===== src/hdl/aepq_pkg.sv =====
// Shared types and constants for the active/expired priority run queue.
// Depends on nothing; every other file but aepq_ram takes names from here by scope.
package aepq_pkg;

    // Sizing of the queue set
    localparam int MAX_LEVELS  = 8;
    localparam int LEVEL_DEPTH = 16;
    localparam int ID_BITS     = 8;
    localparam int NUM_QUEUES  = 2 * MAX_LEVELS;
    localparam int STORE_SIZE  = NUM_QUEUES * LEVEL_DEPTH;

    // Derived widths
    localparam int LVL_W  = $clog2(MAX_LEVELS);
    localparam int Q_W    = LVL_W + 1;
    localparam int PTR_W  = $clog2(LEVEL_DEPTH);
    localparam int CNT_W  = $clog2(LEVEL_DEPTH + 1);
    localparam int ADDR_W = Q_W + PTR_W;

    // Field widths of the item and result channels
    localparam int TASK_W   = 8;
    localparam int PRIO_W   = 4;
    localparam int STATUS_W = 3;
    localparam int OLVL_W   = 3;
    localparam int CFG_W    = 4;

    // Configuration port
    localparam int APB_ADDR_W = 3;
    localparam int APB_DATA_W = 32;
    localparam logic [CFG_W-1:0] LEVELS_RESET = 4'd4;
    localparam logic REG_LEVELS_IN_USE = 1'b0;   // register index, from paddr[2]

    // Item action codes
    localparam logic ACT_INS = 1'b0;
    localparam logic ACT_DEQ = 1'b1;

    // Dynamic priority that marks an expired quantum
    localparam logic signed [PRIO_W-1:0] PRIO_EXPIRED = -4'sd1;

    typedef enum logic [STATUS_W-1:0] {
        ST_INS_ACTIVE  = 3'd0,
        ST_INS_EXPIRED = 3'd1,
        ST_DEQUEUED    = 3'd2,
        ST_EMPTY       = 3'd3,
        ST_FULL        = 3'd4,
        ST_BAD_PRIO    = 3'd5
    } t_status;

    // Commands from the controller to the datapath
    typedef struct packed {
        logic capture;    // latch the accepted item
        logic execute;    // update the queue state and issue the store access
        logic load_out;   // move the result into the output register
    } t_cmd;

endpackage


===== src/hdl/aepq_if.sv =====
// Item and result channel interfaces for the priority run queue.
// Depends on aepq_pkg for field widths.
interface aepq_in_if;
    logic                                   valid;
    logic                                   ready;
    logic                                   action;
    logic [aepq_pkg::TASK_W-1:0]            task_id;
    logic signed [aepq_pkg::PRIO_W-1:0]     dyn_prio;
    logic [aepq_pkg::PRIO_W-1:0]            static_prio;

    modport source (output valid, action, task_id, dyn_prio, static_prio, input ready);
    modport sink   (input valid, action, task_id, dyn_prio, static_prio, output ready);
endinterface

interface aepq_out_if;
    logic                              valid;
    logic                              ready;
    logic [aepq_pkg::STATUS_W-1:0]     status;
    logic [aepq_pkg::TASK_W-1:0]       out_task_id;
    logic [aepq_pkg::OLVL_W-1:0]       out_level;
    logic                              banks_swapped;
    logic [aepq_pkg::OLVL_W-1:0]       new_dyn_prio;

    modport source (output valid, status, out_task_id, out_level, banks_swapped,
                    new_dyn_prio, input ready);
    modport sink   (input valid, status, out_task_id, out_level, banks_swapped,
                    new_dyn_prio, output ready);
endinterface


===== src/hdl/active_expired_priority_queue.sv =====
// Active/expired multilevel priority run queue: one result per item.
// The item is captured, the execute step updates the queue state and reads the id
// store, and the finish step loads the output register. A new item is taken only
// when idle or as the last result leaves; a stalled result holds further items off.
// Reset (synchronous, active low): FIFO counts and heads clear, bank 0 active,
// levels_in_use returns to 4; the id store is not cleared.
module active_expired_priority_queue (
    input  logic                               i_clk,
    input  logic                               i_rst_n,
    aepq_in_if.sink                            i_item,
    aepq_out_if.source                         o_result,
    input  logic                               psel,
    input  logic                               penable,
    input  logic                               pwrite,
    input  logic [aepq_pkg::APB_ADDR_W-1:0]    paddr,
    input  logic [aepq_pkg::APB_DATA_W-1:0]    pwdata,
    output logic [aepq_pkg::APB_DATA_W-1:0]    prdata,
    output logic                               pready
);
    aepq_pkg::t_cmd             cmd;
    logic [aepq_pkg::CFG_W-1:0] r_levels;
    logic                       sel_levels;

    // Configuration register
    assign pready     = 1'b1;
    assign sel_levels = (paddr[2] == aepq_pkg::REG_LEVELS_IN_USE);

    always_ff @(posedge i_clk) begin
        if (!i_rst_n) begin
            r_levels <= aepq_pkg::LEVELS_RESET;
        end else if (psel && penable && pwrite && sel_levels) begin
            r_levels <= pwdata[aepq_pkg::CFG_W-1:0];
        end
    end

    assign prdata = sel_levels ? aepq_pkg::APB_DATA_W'(r_levels) : '0;

    aepq_ctrl u_ctrl (
        .i_clk       (i_clk),
        .i_rst_n     (i_rst_n),
        .i_in_valid  (i_item.valid),
        .o_in_ready  (i_item.ready),
        .o_out_valid (o_result.valid),
        .i_out_ready (o_result.ready),
        .o_cmd       (cmd)
    );

    aepq_dp u_dp (
        .i_clk           (i_clk),
        .i_rst_n         (i_rst_n),
        .i_cmd           (cmd),
        .i_levels        (r_levels),
        .i_action        (i_item.action),
        .i_task_id       (i_item.task_id),
        .i_dyn_prio      (i_item.dyn_prio),
        .i_static_prio   (i_item.static_prio),
        .o_status        (o_result.status),
        .o_out_task_id   (o_result.out_task_id),
        .o_out_level     (o_result.out_level),
        .o_banks_swapped (o_result.banks_swapped),
        .o_new_dyn_prio  (o_result.new_dyn_prio)
    );
endmodule


===== src/hdl/aepq_ram.sv =====
// Generic single-port-write, single-port-read RAM with registered read data.
// Depends on nothing.
module aepq_ram #(
    parameter int WIDTH = 8,
    parameter int DEPTH = 256
) (
    input  logic                     i_clk,
    input  logic                     i_we,
    input  logic [$clog2(DEPTH)-1:0] i_waddr,
    input  logic [WIDTH-1:0]         i_wdata,
    input  logic                     i_re,
    input  logic [$clog2(DEPTH)-1:0] i_raddr,
    output logic [WIDTH-1:0]         o_rdata
);
    logic [WIDTH-1:0] r_mem [DEPTH];
    logic [WIDTH-1:0] r_rdata;

    // Write port and registered read port
    always_ff @(posedge i_clk) begin
        if (i_we) begin
            r_mem[i_waddr] <= i_wdata;
        end
        if (i_re) begin
            r_rdata <= r_mem[i_raddr];
        end
    end

    assign o_rdata = r_rdata;
endmodule


===== src/hdl/aepq_ctrl.sv =====
// Controller state machine: item handshake, sequencing and output valid.
// Depends on aepq_pkg for the command struct.
module aepq_ctrl (
    input  logic           i_clk,
    input  logic           i_rst_n,
    input  logic           i_in_valid,
    output logic           o_in_ready,
    output logic           o_out_valid,
    input  logic           i_out_ready,
    output aepq_pkg::t_cmd o_cmd
);
    typedef enum logic [2:0] {
        S_IDLE = 3'b001,
        S_EXEC = 3'b010,
        S_FIN  = 3'b100
    } t_state;

    t_state r_state, n_state;
    logic   r_out_valid, n_out_valid;
    logic   out_free;
    logic   in_ready;
    logic   capture;

    // Output slot is free when empty or being taken this cycle
    assign out_free = !r_out_valid || i_out_ready;
    assign in_ready = (r_state == S_IDLE) || ((r_state == S_FIN) && out_free);
    assign capture  = i_in_valid && in_ready;

    // Issue commands
    always_comb begin
        o_cmd.capture  = capture;
        o_cmd.execute  = (r_state == S_EXEC);
        o_cmd.load_out = (r_state == S_FIN) && out_free;
    end

    // Advance the sequencer
    always_comb begin
        n_state = r_state;
        case (r_state)
            S_IDLE: begin
                if (capture) begin
                    n_state = S_EXEC;
                end
            end
            S_EXEC: begin
                n_state = S_FIN;
            end
            S_FIN: begin
                if (out_free) begin
                    n_state = capture ? S_EXEC : S_IDLE;
                end
            end
            default: begin
                n_state = S_IDLE;
            end
        endcase
    end

    // Hold the result valid until taken
    always_comb begin
        n_out_valid = r_out_valid;
        if (o_cmd.load_out) begin
            n_out_valid = 1'b1;
        end else if (i_out_ready) begin
            n_out_valid = 1'b0;
        end
    end

    always_ff @(posedge i_clk) begin
        if (!i_rst_n) begin
            r_state     <= S_IDLE;
            r_out_valid <= 1'b0;
        end else begin
            r_state     <= n_state;
            r_out_valid <= n_out_valid;
        end
    end

    assign o_in_ready  = in_ready;
    assign o_out_valid = r_out_valid;

    // Execution is always followed by the finish step
    a_exec_to_fin: assert property (@(posedge i_clk) disable iff (!i_rst_n)
        r_state == S_EXEC |=> r_state == S_FIN)
        else $error("execute step not followed by finish step");

    // A stalled result keeps the sequencer in the finish step
    a_stall_holds: assert property (@(posedge i_clk) disable iff (!i_rst_n)
        (r_state == S_FIN && r_out_valid && !i_out_ready) |=> r_state == S_FIN)
        else $error("sequencer left finish step while result stalled");

    // Loading the output register always presents a result
    a_load_valid: assert property (@(posedge i_clk) disable iff (!i_rst_n)
        o_cmd.load_out |=> r_out_valid)
        else $error("result loaded but not presented");
endmodule


===== src/hdl/aepq_dp.sv =====
// Datapath: item register, FIFO heads and counts, id store, bank select, result.
// Depends on aepq_pkg and aepq_ram.
module aepq_dp (
    input  logic                                i_clk,
    input  logic                                i_rst_n,
    input  aepq_pkg::t_cmd                      i_cmd,
    input  logic [aepq_pkg::CFG_W-1:0]          i_levels,
    input  logic                                i_action,
    input  logic [aepq_pkg::TASK_W-1:0]         i_task_id,
    input  logic signed [aepq_pkg::PRIO_W-1:0]  i_dyn_prio,
    input  logic [aepq_pkg::PRIO_W-1:0]         i_static_prio,
    output logic [aepq_pkg::STATUS_W-1:0]       o_status,
    output logic [aepq_pkg::TASK_W-1:0]         o_out_task_id,
    output logic [aepq_pkg::OLVL_W-1:0]         o_out_level,
    output logic                                o_banks_swapped,
    output logic [aepq_pkg::OLVL_W-1:0]         o_new_dyn_prio
);
    localparam int NQ = aepq_pkg::NUM_QUEUES;
    localparam int NL = aepq_pkg::MAX_LEVELS;

    // Item register
    logic                                r_action;
    logic [aepq_pkg::TASK_W-1:0]         r_task_id;
    logic signed [aepq_pkg::PRIO_W-1:0]  r_dyn_prio;
    logic [aepq_pkg::PRIO_W-1:0]         r_static_prio;

    // Queue state
    logic [aepq_pkg::CNT_W-1:0] r_count [NQ];
    logic [aepq_pkg::CNT_W-1:0] n_count [NQ];
    logic [aepq_pkg::PTR_W-1:0] r_head  [NQ];
    logic [aepq_pkg::PTR_W-1:0] n_head  [NQ];
    logic                       r_act_bank, n_act_bank;

    // Pending result, between execute and output load
    aepq_pkg::t_status          r_res_status, n_res_status;
    logic [aepq_pkg::LVL_W-1:0] r_res_level, n_res_level;
    logic                       r_res_swapped, n_res_swapped;
    logic [aepq_pkg::LVL_W-1:0] r_res_newp, n_res_newp;

    // Output register
    logic [aepq_pkg::STATUS_W-1:0] r_out_status;
    logic [aepq_pkg::TASK_W-1:0]   r_out_id;
    logic [aepq_pkg::OLVL_W-1:0]   r_out_level;
    logic                          r_out_swapped;
    logic [aepq_pkg::OLVL_W-1:0]   r_out_newp;

    // Working signals
    logic [aepq_pkg::CFG_W-1:0]   levels_eff;
    logic                         expired;
    logic signed [aepq_pkg::PRIO_W:0] target;
    logic                         bad_prio;
    logic [aepq_pkg::LVL_W-1:0]   ins_lvl;
    logic [aepq_pkg::Q_W-1:0]     ins_q;
    logic                         ins_full;
    logic [aepq_pkg::PTR_W-1:0]   ins_tail;
    logic [NL-1:0]                ne_act, ne_exp, ne_sel;
    logic                         any_act, found;
    logic                         deq_bank;
    logic [aepq_pkg::LVL_W-1:0]   deq_lvl;
    logic [aepq_pkg::Q_W-1:0]     deq_q;
    logic                         ram_we, ram_re;
    logic [aepq_pkg::ADDR_W-1:0]  ram_waddr, ram_raddr;
    logic [aepq_pkg::ID_BITS-1:0] ram_rdata;

    // Latch the accepted item
    always_ff @(posedge i_clk) begin
        if (i_cmd.capture) begin
            r_action      <= i_action;
            r_task_id     <= i_task_id;
            r_dyn_prio    <= i_dyn_prio;
            r_static_prio <= i_static_prio;
        end
    end

    // Clamp the level count to the levels built
    assign levels_eff = (i_levels > aepq_pkg::CFG_W'(NL)) ? aepq_pkg::CFG_W'(NL) : i_levels;

    // Insert: pick target level and bank, check range and room
    assign expired  = (r_dyn_prio == aepq_pkg::PRIO_EXPIRED);
    assign target   = expired ? ($signed({1'b0, r_static_prio}) - 5'sd1)
                              : {r_dyn_prio[aepq_pkg::PRIO_W-1], r_dyn_prio};
    assign bad_prio = target[aepq_pkg::PRIO_W] ||
                      (target[aepq_pkg::PRIO_W-1:0] >= levels_eff);
    assign ins_lvl  = target[aepq_pkg::LVL_W-1:0];
    assign ins_q    = {r_act_bank ^ expired, ins_lvl};
    assign ins_full = (r_count[ins_q] >= aepq_pkg::CNT_W'(aepq_pkg::LEVEL_DEPTH));
    assign ins_tail = r_head[ins_q] + r_count[ins_q][aepq_pkg::PTR_W-1:0];

    // Dequeue: non-empty maps of both banks over the levels in use
    always_comb begin
        for (int l = 0; l < NL; l++) begin
            ne_act[l] = (aepq_pkg::CFG_W'(l) < levels_eff) &&
                        (r_count[{r_act_bank, aepq_pkg::LVL_W'(l)}] != '0);
            ne_exp[l] = (aepq_pkg::CFG_W'(l) < levels_eff) &&
                        (r_count[{~r_act_bank, aepq_pkg::LVL_W'(l)}] != '0);
        end
    end

    assign any_act  = |ne_act;
    assign deq_bank = any_act ? r_act_bank : ~r_act_bank;
    assign ne_sel   = any_act ? ne_act : ne_exp;
    assign found    = |ne_sel;

    // Highest set level wins
    always_comb begin
        deq_lvl = '0;
        for (int l = 0; l < NL; l++) begin
            if (ne_sel[l]) begin
                deq_lvl = aepq_pkg::LVL_W'(l);
            end
        end
    end

    assign deq_q = {deq_bank, deq_lvl};

    // Update heads, counts, bank select and the pending result
    always_comb begin
        n_count       = r_count;
        n_head        = r_head;
        n_act_bank    = r_act_bank;
        n_res_status  = r_res_status;
        n_res_level   = r_res_level;
        n_res_swapped = r_res_swapped;
        n_res_newp    = r_res_newp;
        ram_we        = 1'b0;
        ram_re        = 1'b0;
        ram_waddr     = {ins_q, ins_tail};
        ram_raddr     = {deq_q, r_head[deq_q]};
        if (i_cmd.execute) begin
            n_res_level   = '0;
            n_res_swapped = 1'b0;
            n_res_newp    = '0;
            if (r_action == aepq_pkg::ACT_DEQ) begin
                n_res_swapped = !any_act;
                if (!any_act) begin
                    n_act_bank = ~r_act_bank;
                end
                if (found) begin
                    n_res_status   = aepq_pkg::ST_DEQUEUED;
                    n_res_level    = deq_lvl;
                    n_head[deq_q]  = r_head[deq_q] + aepq_pkg::PTR_W'(1);
                    n_count[deq_q] = r_count[deq_q] - aepq_pkg::CNT_W'(1);
                    ram_re         = 1'b1;
                end else begin
                    n_res_status = aepq_pkg::ST_EMPTY;
                end
            end else if (bad_prio) begin
                n_res_status = aepq_pkg::ST_BAD_PRIO;
            end else begin
                n_res_level = ins_lvl;
                n_res_newp  = ins_lvl;
                if (ins_full) begin
                    n_res_status = aepq_pkg::ST_FULL;
                end else begin
                    n_count[ins_q] = r_count[ins_q] + aepq_pkg::CNT_W'(1);
                    ram_we         = 1'b1;
                    n_res_status   = expired ? aepq_pkg::ST_INS_EXPIRED
                                             : aepq_pkg::ST_INS_ACTIVE;
                end
            end
        end
    end

    always_ff @(posedge i_clk) begin
        if (!i_rst_n) begin
            for (int q = 0; q < NQ; q++) begin
                r_count[q] <= '0;
                r_head[q]  <= '0;
            end
            r_act_bank <= 1'b0;
        end else begin
            r_count    <= n_count;
            r_head     <= n_head;
            r_act_bank <= n_act_bank;
        end
    end

    always_ff @(posedge i_clk) begin
        r_res_status  <= n_res_status;
        r_res_level   <= n_res_level;
        r_res_swapped <= n_res_swapped;
        r_res_newp    <= n_res_newp;
    end

    // Id store
    aepq_ram #(
        .WIDTH (aepq_pkg::ID_BITS),
        .DEPTH (aepq_pkg::STORE_SIZE)
    ) u_store (
        .i_clk   (i_clk),
        .i_we    (ram_we),
        .i_waddr (ram_waddr),
        .i_wdata (r_task_id[aepq_pkg::ID_BITS-1:0]),
        .i_re    (ram_re),
        .i_raddr (ram_raddr),
        .o_rdata (ram_rdata)
    );

    // Load the output register; id only for a dequeue
    always_ff @(posedge i_clk) begin
        if (i_cmd.load_out) begin
            r_out_status  <= r_res_status;
            r_out_id      <= (r_res_status == aepq_pkg::ST_DEQUEUED)
                             ? aepq_pkg::TASK_W'(ram_rdata) : '0;
            r_out_level   <= aepq_pkg::OLVL_W'(r_res_level);
            r_out_swapped <= r_res_swapped;
            r_out_newp    <= aepq_pkg::OLVL_W'(r_res_newp);
        end
    end

    assign o_status        = r_out_status;
    assign o_out_task_id   = r_out_id;
    assign o_out_level     = r_out_level;
    assign o_banks_swapped = r_out_swapped;
    assign o_new_dyn_prio  = r_out_newp;
endmodule

===== src/flat_wrapper.sv =====
// flat-port wrapper written by rule: the top's interface ports become plain ports
module active_expired_priority_queue_flat 
  (i_clk, i_rst_n, psel, penable, pwrite, paddr, pwdata, prdata, pready, i_item_valid, i_item_action, i_item_task_id, i_item_dyn_prio, i_item_static_prio, i_item_ready, o_result_valid, o_result_status, o_result_out_task_id, o_result_out_level, o_result_banks_swapped, o_result_new_dyn_prio, o_result_ready);
  aepq_in_if i_item_i ();
  aepq_out_if o_result_i ();
  input  logic i_clk;
  input  logic i_rst_n;
  input  logic psel;
  input  logic penable;
  input  logic pwrite;
  input  logic [aepq_pkg::APB_ADDR_W-1:0] paddr;
  input  logic [aepq_pkg::APB_DATA_W-1:0] pwdata;
  output logic [aepq_pkg::APB_DATA_W-1:0] prdata;
  output logic pready;
  input wire logic [$bits(i_item_i.valid)-1:0] i_item_valid;
  input wire logic [$bits(i_item_i.action)-1:0] i_item_action;
  input wire logic [$bits(i_item_i.task_id)-1:0] i_item_task_id;
  input wire logic [$bits(i_item_i.dyn_prio)-1:0] i_item_dyn_prio;
  input wire logic [$bits(i_item_i.static_prio)-1:0] i_item_static_prio;
  output wire logic [$bits(i_item_i.ready)-1:0] i_item_ready;
  output wire logic [$bits(o_result_i.valid)-1:0] o_result_valid;
  output wire logic [$bits(o_result_i.status)-1:0] o_result_status;
  output wire logic [$bits(o_result_i.out_task_id)-1:0] o_result_out_task_id;
  output wire logic [$bits(o_result_i.out_level)-1:0] o_result_out_level;
  output wire logic [$bits(o_result_i.banks_swapped)-1:0] o_result_banks_swapped;
  output wire logic [$bits(o_result_i.new_dyn_prio)-1:0] o_result_new_dyn_prio;
  input wire logic [$bits(o_result_i.ready)-1:0] o_result_ready;
  assign i_item_i.valid = i_item_valid;
  assign i_item_i.action = i_item_action;
  assign i_item_i.task_id = i_item_task_id;
  assign i_item_i.dyn_prio = i_item_dyn_prio;
  assign i_item_i.static_prio = i_item_static_prio;
  assign i_item_ready = i_item_i.ready;
  assign o_result_valid = o_result_i.valid;
  assign o_result_status = o_result_i.status;
  assign o_result_out_task_id = o_result_i.out_task_id;
  assign o_result_out_level = o_result_i.out_level;
  assign o_result_banks_swapped = o_result_i.banks_swapped;
  assign o_result_new_dyn_prio = o_result_i.new_dyn_prio;
  assign o_result_i.ready = o_result_ready;
  active_expired_priority_queue u_core (.i_clk(i_clk), .i_rst_n(i_rst_n), .i_item(i_item_i), .o_result(o_result_i), .psel(psel), .penable(penable), .pwrite(pwrite), .paddr(paddr), .pwdata(pwdata), .prdata(prdata), .pready(pready));
endmodule

===== config.mk =====
export PLATFORM = sky130hd
export DESIGN_NAME = active_expired_priority_queue_flat
export DESIGN_NICKNAME = d
export VERILOG_FILES = /design/src/hdl/aepq_pkg.sv /design/src/hdl/aepq_if.sv /design/src/hdl/active_expired_priority_queue.sv /design/src/hdl/aepq_ram.sv /design/src/hdl/aepq_ctrl.sv /design/src/hdl/aepq_dp.sv /design/src/flat_wrapper.sv
export SDC_FILE = /design/constraint.sdc
export NUM_CORES = 2
export LEC_CHECK = 0
export ABC_AREA = 0
export BUFFER_PORTS_ARGS = -buffer_cell sky130_fd_sc_hd__buf_2
export CORE_MARGIN = 2
export CORE_UTILIZATION = 56
export CTS_CLUSTER_DIAMETER = 100
export CTS_CLUSTER_SIZE = 25
export DETAILED_ROUTE_END_ITERATION = 16
export PLACE_DENSITY = 0.72
export SLEW_MARGIN = 10
export SYNTH_ARGS = -nofsm -noshare
export SYNTH_HDL_FRONTEND = slang
export SYNTH_SLANG_ARGS = --single-unit

===== constraint.sdc =====
create_clock -name i_clk -period 6.4 [get_ports i_clk]
set_input_delay 1.28 -clock i_clk [delete_from_list [all_inputs] [get_ports i_clk]]
set_output_delay 1.28 -clock i_clk [all_outputs]
set_load 0.01 [all_outputs]

; ---- Word-level counts from Yosys, hierarchy flattened
; Memories as Yosys holds them, arrays and structs flattened. A register that Yosys moved wholly into a read port is not among the register bits.
; Index checks and enable logic that the tools add are counted.
[totals]
inputBits = 59
memories = 1
wordCells = 276
rom_bits = 0
out_inout_bits = 53
latch_bits = 0
regBits = 198
ramBits = 2048
[memory_table]
columns = memory, depth, width, read_ports, rd_clocked_by_memory_dff, wr, line_no
row1 = u_core.u_dp.u_store.r_mem, 256, 8, 1, 1, 1, aepq_ram.sv:15  ; logic [WIDTH-1:0] r_mem [DEPTH];
[op_classes]
order_cmp = 31
reduce_logical = 51
bitwise = 21
n_eq_ne = 10
div = 0
muxes = 108
addsub = 5
multipliers = 0
shift = 0
[ops]
columns = cell, count
row1 = 5-bit binary-select mux with 4-bit select, 18
row2 = 80-bit two-way mux, 4
row3 = 5-bit two-way mux, 39
row4 = 80-bit bitwise mux, 2
row5 = 5-bit >= comparator (second input constant), 19
row6 = 4-bit NOT with 5-bit output, 18
row7 = 5-bit nonzero test, 16
row8 = 64-bit bitwise mux, 1
row9 = 3-bit two-way mux, 14
row10 = 5-bit demux with 4-bit select, 2
row11 = 4-bit binary-select mux with 4-bit select, 2
row12 = 4-bit two-way mux, 7
row13 = 1-bit logical AND, 23
row14 = 4-bit demux with 4-bit select, 1
row15 = 3-bit by 4-bit < comparator with 1-bit output (first input constant), 4
row16 = 8-bit OR reduction, 2
row17 = 1-bit two-way mux, 15
row18 = 5-bit by 1-bit < comparator with 1-bit output (second input constant), 2
row19 = 3-bit one-hot mux with 3 select lines, 1
row20 = 1-bit by 4-bit < comparator with 1-bit output (first input constant), 2
row21 = 2-bit by 4-bit < comparator with 1-bit output (first input constant), 2
row22 = 8-bit two-way mux, 1
row23 = 2-bit inequality test (second input constant), 4
row24 = 3-bit by 2-bit equality test with 1-bit output (second input constant), 2
row25 = other kinds (20), 25

; ---- Longest topological paths before layout
[logic_depth]
ltp_word = 23
mapped_depth = 25
ltp_nobuf = 18

; ---- Modules after synthesis
; Synthesis repeated with hierarchy kept, for this count alone.
[hier_totals]
hier_cells = 5231
hier_area_um2 = 92548.8
[modules_own_cells]
columns = module, area_per_inst_um2, n_inst, seq_area_each_um2, cells_each
row1 = aepq_ram, 79636.4, 1, 61739.2, 3733
row2 = aepq_dp, 12228.0, 1, 4254.1, 1421
row3 = active_expired_priority_queue, 431.7, 1, 80.1, 53
row4 = aepq_ctrl, 252.7, 1, 80.1, 24

; ---- Worst setup path after synthesis
; Ideal clock, no wire load.
[synth_path]
path_type = register to register
startpoint = reg u_core.u_dp.r_count[40] (netlist name)
endpoint = reg u_core.u_dp.r_head[10] (netlist name)
path_buffers = 8
arrival_time_ns = 5.409
setup_time_ns = 0.115
setup_slack_ns = 0.876
synth_period_minus_slack_ns = 5.524
path_stages_with_launch = 24
required_time_ns = 6.285
cell_sequence = dfxtp_1 -> or4_1 -> o221ai_4 -> o31ai_2 -> or4_1 -> buf_6 -> o31ai_4 -> a21boi_2 -> a21oi_1 -> buf_6 -> mux2_4 -> o211a_4 -> nand2_2 -> inv_2 -> buf_4 -> buf_4 -> buf_2 -> buf_2 -> buf_2 -> ha_1 -> xnor2_1 -> clkbuf_1 -> o21ai_0 -> and2_1
[synth_via]
elab_chain_len = 20
elab_cells_between_ends = 103
cone_classes = add/sub: 1 / order compare: 2 / mux: 63 / bitwise: 1 / reduce/logical: 36
[synth_lines]
columns = element, line_no
row1 = "start, declared", aepq_dp.sv:28  ; logic [aepq_pkg::CNT_W-1:0] r_count [NQ];
row2 = "start signal, assigned", aepq_dp.sv:172  ; r_count <= n_count;
row3 = 5-bit binary-select mux with 4-bit select, aepq_dp.sv:93  ; (r_count[{r_act_bank, aepq_pkg::LVL_W'(l)}] != '0);
row4 = 5-bit two-way mux (implied by the code) (2 in a row), aepq_dp.sv:93
row5 = 5-bit nonzero test, aepq_dp.sv:93
row6 = 1-bit logical AND, aepq_dp.sv:92  ; ne_act[l] = (aepq_pkg::CFG_W'(l) < levels_eff) &&
row7 = 8-bit OR reduction, aepq_dp.sv:99  ; assign any_act = |ne_act;
row8 = 8-bit two-way mux, aepq_dp.sv:101  ; assign ne_sel = any_act ? ne_act : ne_exp;
row9 = 1-bit two-way mux, aepq_dp.sv:108  ; if (ne_sel[l]) begin
row10 = 3-bit two-way mux (6 in a row), aepq_dp.sv:108
row11 = 4-bit NOT with 5-bit output (implied by the code), aepq_dp.sv:141  ; n_head[deq_q] = r_head[deq_q] + aepq_pkg::PTR_W'(1);
row12 = "4-bit binary-select mux with 4-bit select, or another cell as far along", aepq_dp.sv:141
row13 = 4-bit two-way mux (implied by the code) or 1-bit logical AND (tied branches), aepq_dp.sv:141
row14 = 4-bit two-way mux (implied by the code), aepq_dp.sv:141
row15 = 4-bit by 1-bit adder with 4-bit output or 4-bit demux with 4-bit select (tied branches), aepq_dp.sv:141
row16 = 64-bit bitwise mux, aepq_dp.sv:141
row17 = "end signal, assigned", aepq_dp.sv:173  ; r_head <= n_head;
row18 = "end, declared", aepq_dp.sv:30  ; logic [aepq_pkg::PTR_W-1:0] r_head [NQ];
; Several ways; a longest one is shown, not always the timed one. The select of a mux whose other input is x is not followed.
; A chain may end at the register's enable or synchronous reset.

; ---- Final worst setup path
[layout_path]
startpoint = reg u_core.u_dp.r_count[56] (netlist name)
endpoint = reg u_core.u_dp.u_store.r_rdata[6] (netlist: u_core.u_dp.u_store.o_rdata[6]), read port of u_core.u_dp.u_store.r_mem, data pin
[layout_via]
elab_chain_len = 18
elab_cells_between_ends = 98
cone_classes = mux: 63 / bitwise: 1 / reduce/logical: 34
[layout_lines]
columns = element, line_no
row1 = 5-bit binary-select mux with 4-bit select, aepq_dp.sv:93
row2 = 5-bit two-way mux (implied by the code) (2 in a row), aepq_dp.sv:93
row3 = 5-bit nonzero test, aepq_dp.sv:93
row4 = 1-bit logical AND, aepq_dp.sv:92
row5 = 8-bit OR reduction, aepq_dp.sv:99
row6 = 8-bit two-way mux, aepq_dp.sv:101
row7 = 1-bit two-way mux, aepq_dp.sv:108
row8 = 3-bit two-way mux (6 in a row), aepq_dp.sv:108
row9 = 4-bit NOT with 5-bit output (implied by the code), aepq_dp.sv:128  ; ram_raddr = {deq_q, r_head[deq_q]};
row10 = 4-bit binary-select mux with 4-bit select, aepq_dp.sv:128
row11 = 4-bit two-way mux (implied by the code) (2 in a row), aepq_dp.sv:128
row12 = "end, declared", aepq_ram.sv:16  ; logic [WIDTH-1:0] r_rdata;
; Several ways; a longest one is shown, not always the timed one. The select of a mux whose other input is x is not followed.

==> results.ini <==
[outcome]
status = finished clean

[synth]
ys_ff_latch = 2254
synth-edff-count = 2101
synth_cell_types = 101
synth_mux_area_frac = 0.0378
synth_compound_area_frac = 0.103
synth_top_cell_by_area = edfxtp_1
async_reset_ff_frac = 0
synth_area_um2 = 94700
synth.yosys.seq_area_share = 0.699
synthXorXnorAreaFrac = 0.00157
synth.avg_cell_area_um2 = 13.6
syn-instance-count = 6952
yosys_warnings = 0
ys.flop_type = edfxtp_1
synthSimpleGateAreaFrac = 0.129
yosys-top-cells-area = edfxtp_1 (67%), nand2_1 (3.6%), dfxtp_1 (3.2%)
synth_top_family_by_area = simple AND/OR/NAND/NOR gates
yosys.area_share.adder = 0.00153
synth.top_cell.area_share = 0.666

[place]
place_congestion = 0.981
dp_slack_ps = -511
dp_cells = 9549
hpwl_mm = 180
portBuffers = 52

[layout]
fin_cells = 9693
multi_input_area_um2 = 26400
final_common_cell = edfxtp_1
fin_util = 0.634
layout_common_cells = edfxtp_1 (2101), nand2_1 (905), buf_4 (789)
drive_gt1_frac = 0.172
syn_to_final_growth_pct = 12.1
seq_area_um2 = 66200
fillers = 12200
diodes = 0
layout.nets = 7532

[detailed_routing]
drc = 0
vias = 64500
wl_per_cell_um = 28.9
drt-vias-per-instance = 6.66
drtIter0Drc = 9571
dr.pass1.iters = 8
ant_nets = 0
wirelength_mm = 281

[power_and_ir_drop]
p_total_uw = 27800
clkPwrFrac = 0.267
leakage_uw = 0.0356
p_seq_frac = 0.581
intPower_uw = 20500
switching_share = 0.264
p_comb_frac = 0.152
peakVddDrop_mv = 0.255
power.density_nw_per_um2 = 262
power_switching_uw = 7330

[clock_tree]
cts.clk_slew.worst_paths_ps = 110
tritoncts = built
clkLatencyLatePin_ps = 820
root_buffer = clkbuf_16
cts_max_level = 3
cts_buffer_depth = 3
cts-buffers-inserted = 101
cts_sinks = 2254

[critical_path]
worstSetupPathType = flip-flop to flip-flop
cp_data_required_time_ps = 6960
cp_data_arrival_time_ps = 6910
cp-start-kind = flip-flop
cp-end-kind = flip-flop
path_max_fanout = 22

[timing]
finalMaxSlewViolations = 0
hold_violations = 0
min_period_ps = 6340
slew-limit-headroom = 0.132
tightest_slew_ps = 1300
fmax_mhz = 158
setup_viol = 0
tns_ps = 0
period_share = 0.991
layout_setup_ws_ps = 55.6
clock_skew_ps = 66.3

[floorplanning]
die_w_um = 415
placementRows = 150
dieArea_um2 = 172000
die_h_um = 415
core_area_um2 = 168000
start_util = 0.565
pin_count = 112

[global_routing]
grt_pass1_vias = 60700
grt_max_degree = 212
grt_usage = 0.318
grt_pass1_wl_mm = 406
antenna_found_initial = 6
overflow = 0

[min_path]
min_path_type = flip-flop to flip-flop

[job]
drv_cap = 0

final timing paths:
path | startpoint | endpoint | slack (ps) | depth (start not counted)
max reg2reg | u_core.u_dp.r_count[56]$_SDFFE_PN0P_ | u_core.u_dp.u_store.o_rdata[6]$_DFFE_PP_ | 60 | 25
min reg2reg | u_core.u_dp.r_res_newp[0]$_SDFFCE_PP0N_ | u_core.u_dp.o_new_dyn_prio[0]$_DFFE_PP_ | 430 | 0
min | u_core.u_dp.r_res_newp[0]$_SDFFCE_PP0N_ | u_core.u_dp.o_new_dyn_prio[0]$_DFFE_PP_ | 430 | 0
max | u_core.u_dp.r_count[56]$_SDFFE_PN0P_ | u_core.u_dp.u_store.o_rdata[6]$_DFFE_PP_ | 60 | 25
synth_stat cells, types with 31 or more instances:
cell / n
a21oi_1: 179
nand2_1: 909
a311oi_1: 69
and3_1: 309
a211oi_1: 177
o22ai_1: 112
clkbuf_1: 330
edfxtp_1: 2101
buf_4: 47
mux4_2: 118
a32oi_1: 36
dfxtp_1: 153
a31oi_1: 107
nor4b_1: 39
buf_2: 102
o21ai_0: 184
buf_1: 45
nand3_1: 429
o41ai_1: 93
a21boi_0: 33
nor2b_1: 81
and4_1: 31
nor3_1: 80
and2_1: 144
nor2_1: 348
inv_1: 42
a22oi_1: 105
mux2i_1: 78
per-stage QoR:
| stage | instance area [um2] | hold WS (ps) |
|---|---|---|
| CTS | 106000 | 438 |
| global placement | 103000 | 402 |
| finish | 106000 | 434 |
| floorplan | 94800 | 400 |
| detailed placement | 103000 | 415 |
| global route | 106000 | 441 |
state kept, by name (all words and copies together) (netlist names), 8 cells and up:
register / cells
u_core.u_dp.r_head: 64
u_core.u_dp.u_store.o_rdata: 8
u_core.u_dp.u_store.r_mem: 2048
u_core.u_dp.o_out_task_id: 8
u_core.u_dp.r_task_id: 8
u_core.u_dp.r_count: 80
worst max-delay path, stage by stage, from the launching register on:
cell      delay (ps)
dfxtp_1          320
or4_4            580
nor3_2           130
buf_4            150
nor2_1            60
buf_4            140
nor4_4           300
buf_4            170
buf_4            140
a21oi_1           80
o211ai_1         250
buf_4            200
and2_4           140
mux2_4           320
a211oi_4         440
nand2_8          220
buf_4            210
buf_12           160
buf_4            210
mux4_2           450
nor4b_1          200
nor4_2           440
buf_4            180
nand4_1          210
a22oi_1          250
nand4_1          130
layer usage:
metal | vias up | track usage | part of all wire
met1 | 32200 | 0.451 | 0.38
met3 | 517 | 0.0557 | 0.11
met5 | - | 0 | 0.000046
met4 | 2 | 0.128 | 0.044
met2 | 4001 | 0.492 | 0.46
li1 | 27800 | - | -
layout make-up:
| type | instances | area share |
|---|---|---|
| clock inverters | 12 | 0.00197 |
| inverters | 45 | 0.00178 |
| clock buffers | 118 | 0.0244 |
| well taps | 2204 | 0.0260 |
| multi-input cells | 4135 | 0.249 |
| repair buffers | 925 | 0.0741 |
| flip-flops and latches | 2254 | 0.623 |
what timing repair did:
item,in CTS,in global routing
setup buffers,3,11
pin swaps,2,12
endpoints found under the setup margin,8,8
hold buffers,0,0
gates cloned,0,1
resized for setup,15,47
power groups by stage:
stage / combinational (uW) / sequential (uW) / clock, uW
finish: 4220 / 16200 / 7430
global route: 4370 / 16200 / 7940
CTS: 4070 / 16200 / 7470
detailed placement: 4040 / 16500 / 0
global placement: 3990 / 16500 / 0
floorplan: 1960 / 16700 / 0
cells by family (layout without fill, tap and decap cells):
group,Yosys count,after routing
simple gates,2513,2513
flops,2254,2254
compound gates,1357,1357
buf+inv,590,1100
mux,208,208
xor+xnor,17,17
fa+ha+maj,11,11
other cells,2,29
(Power assumes the default switching activity.)
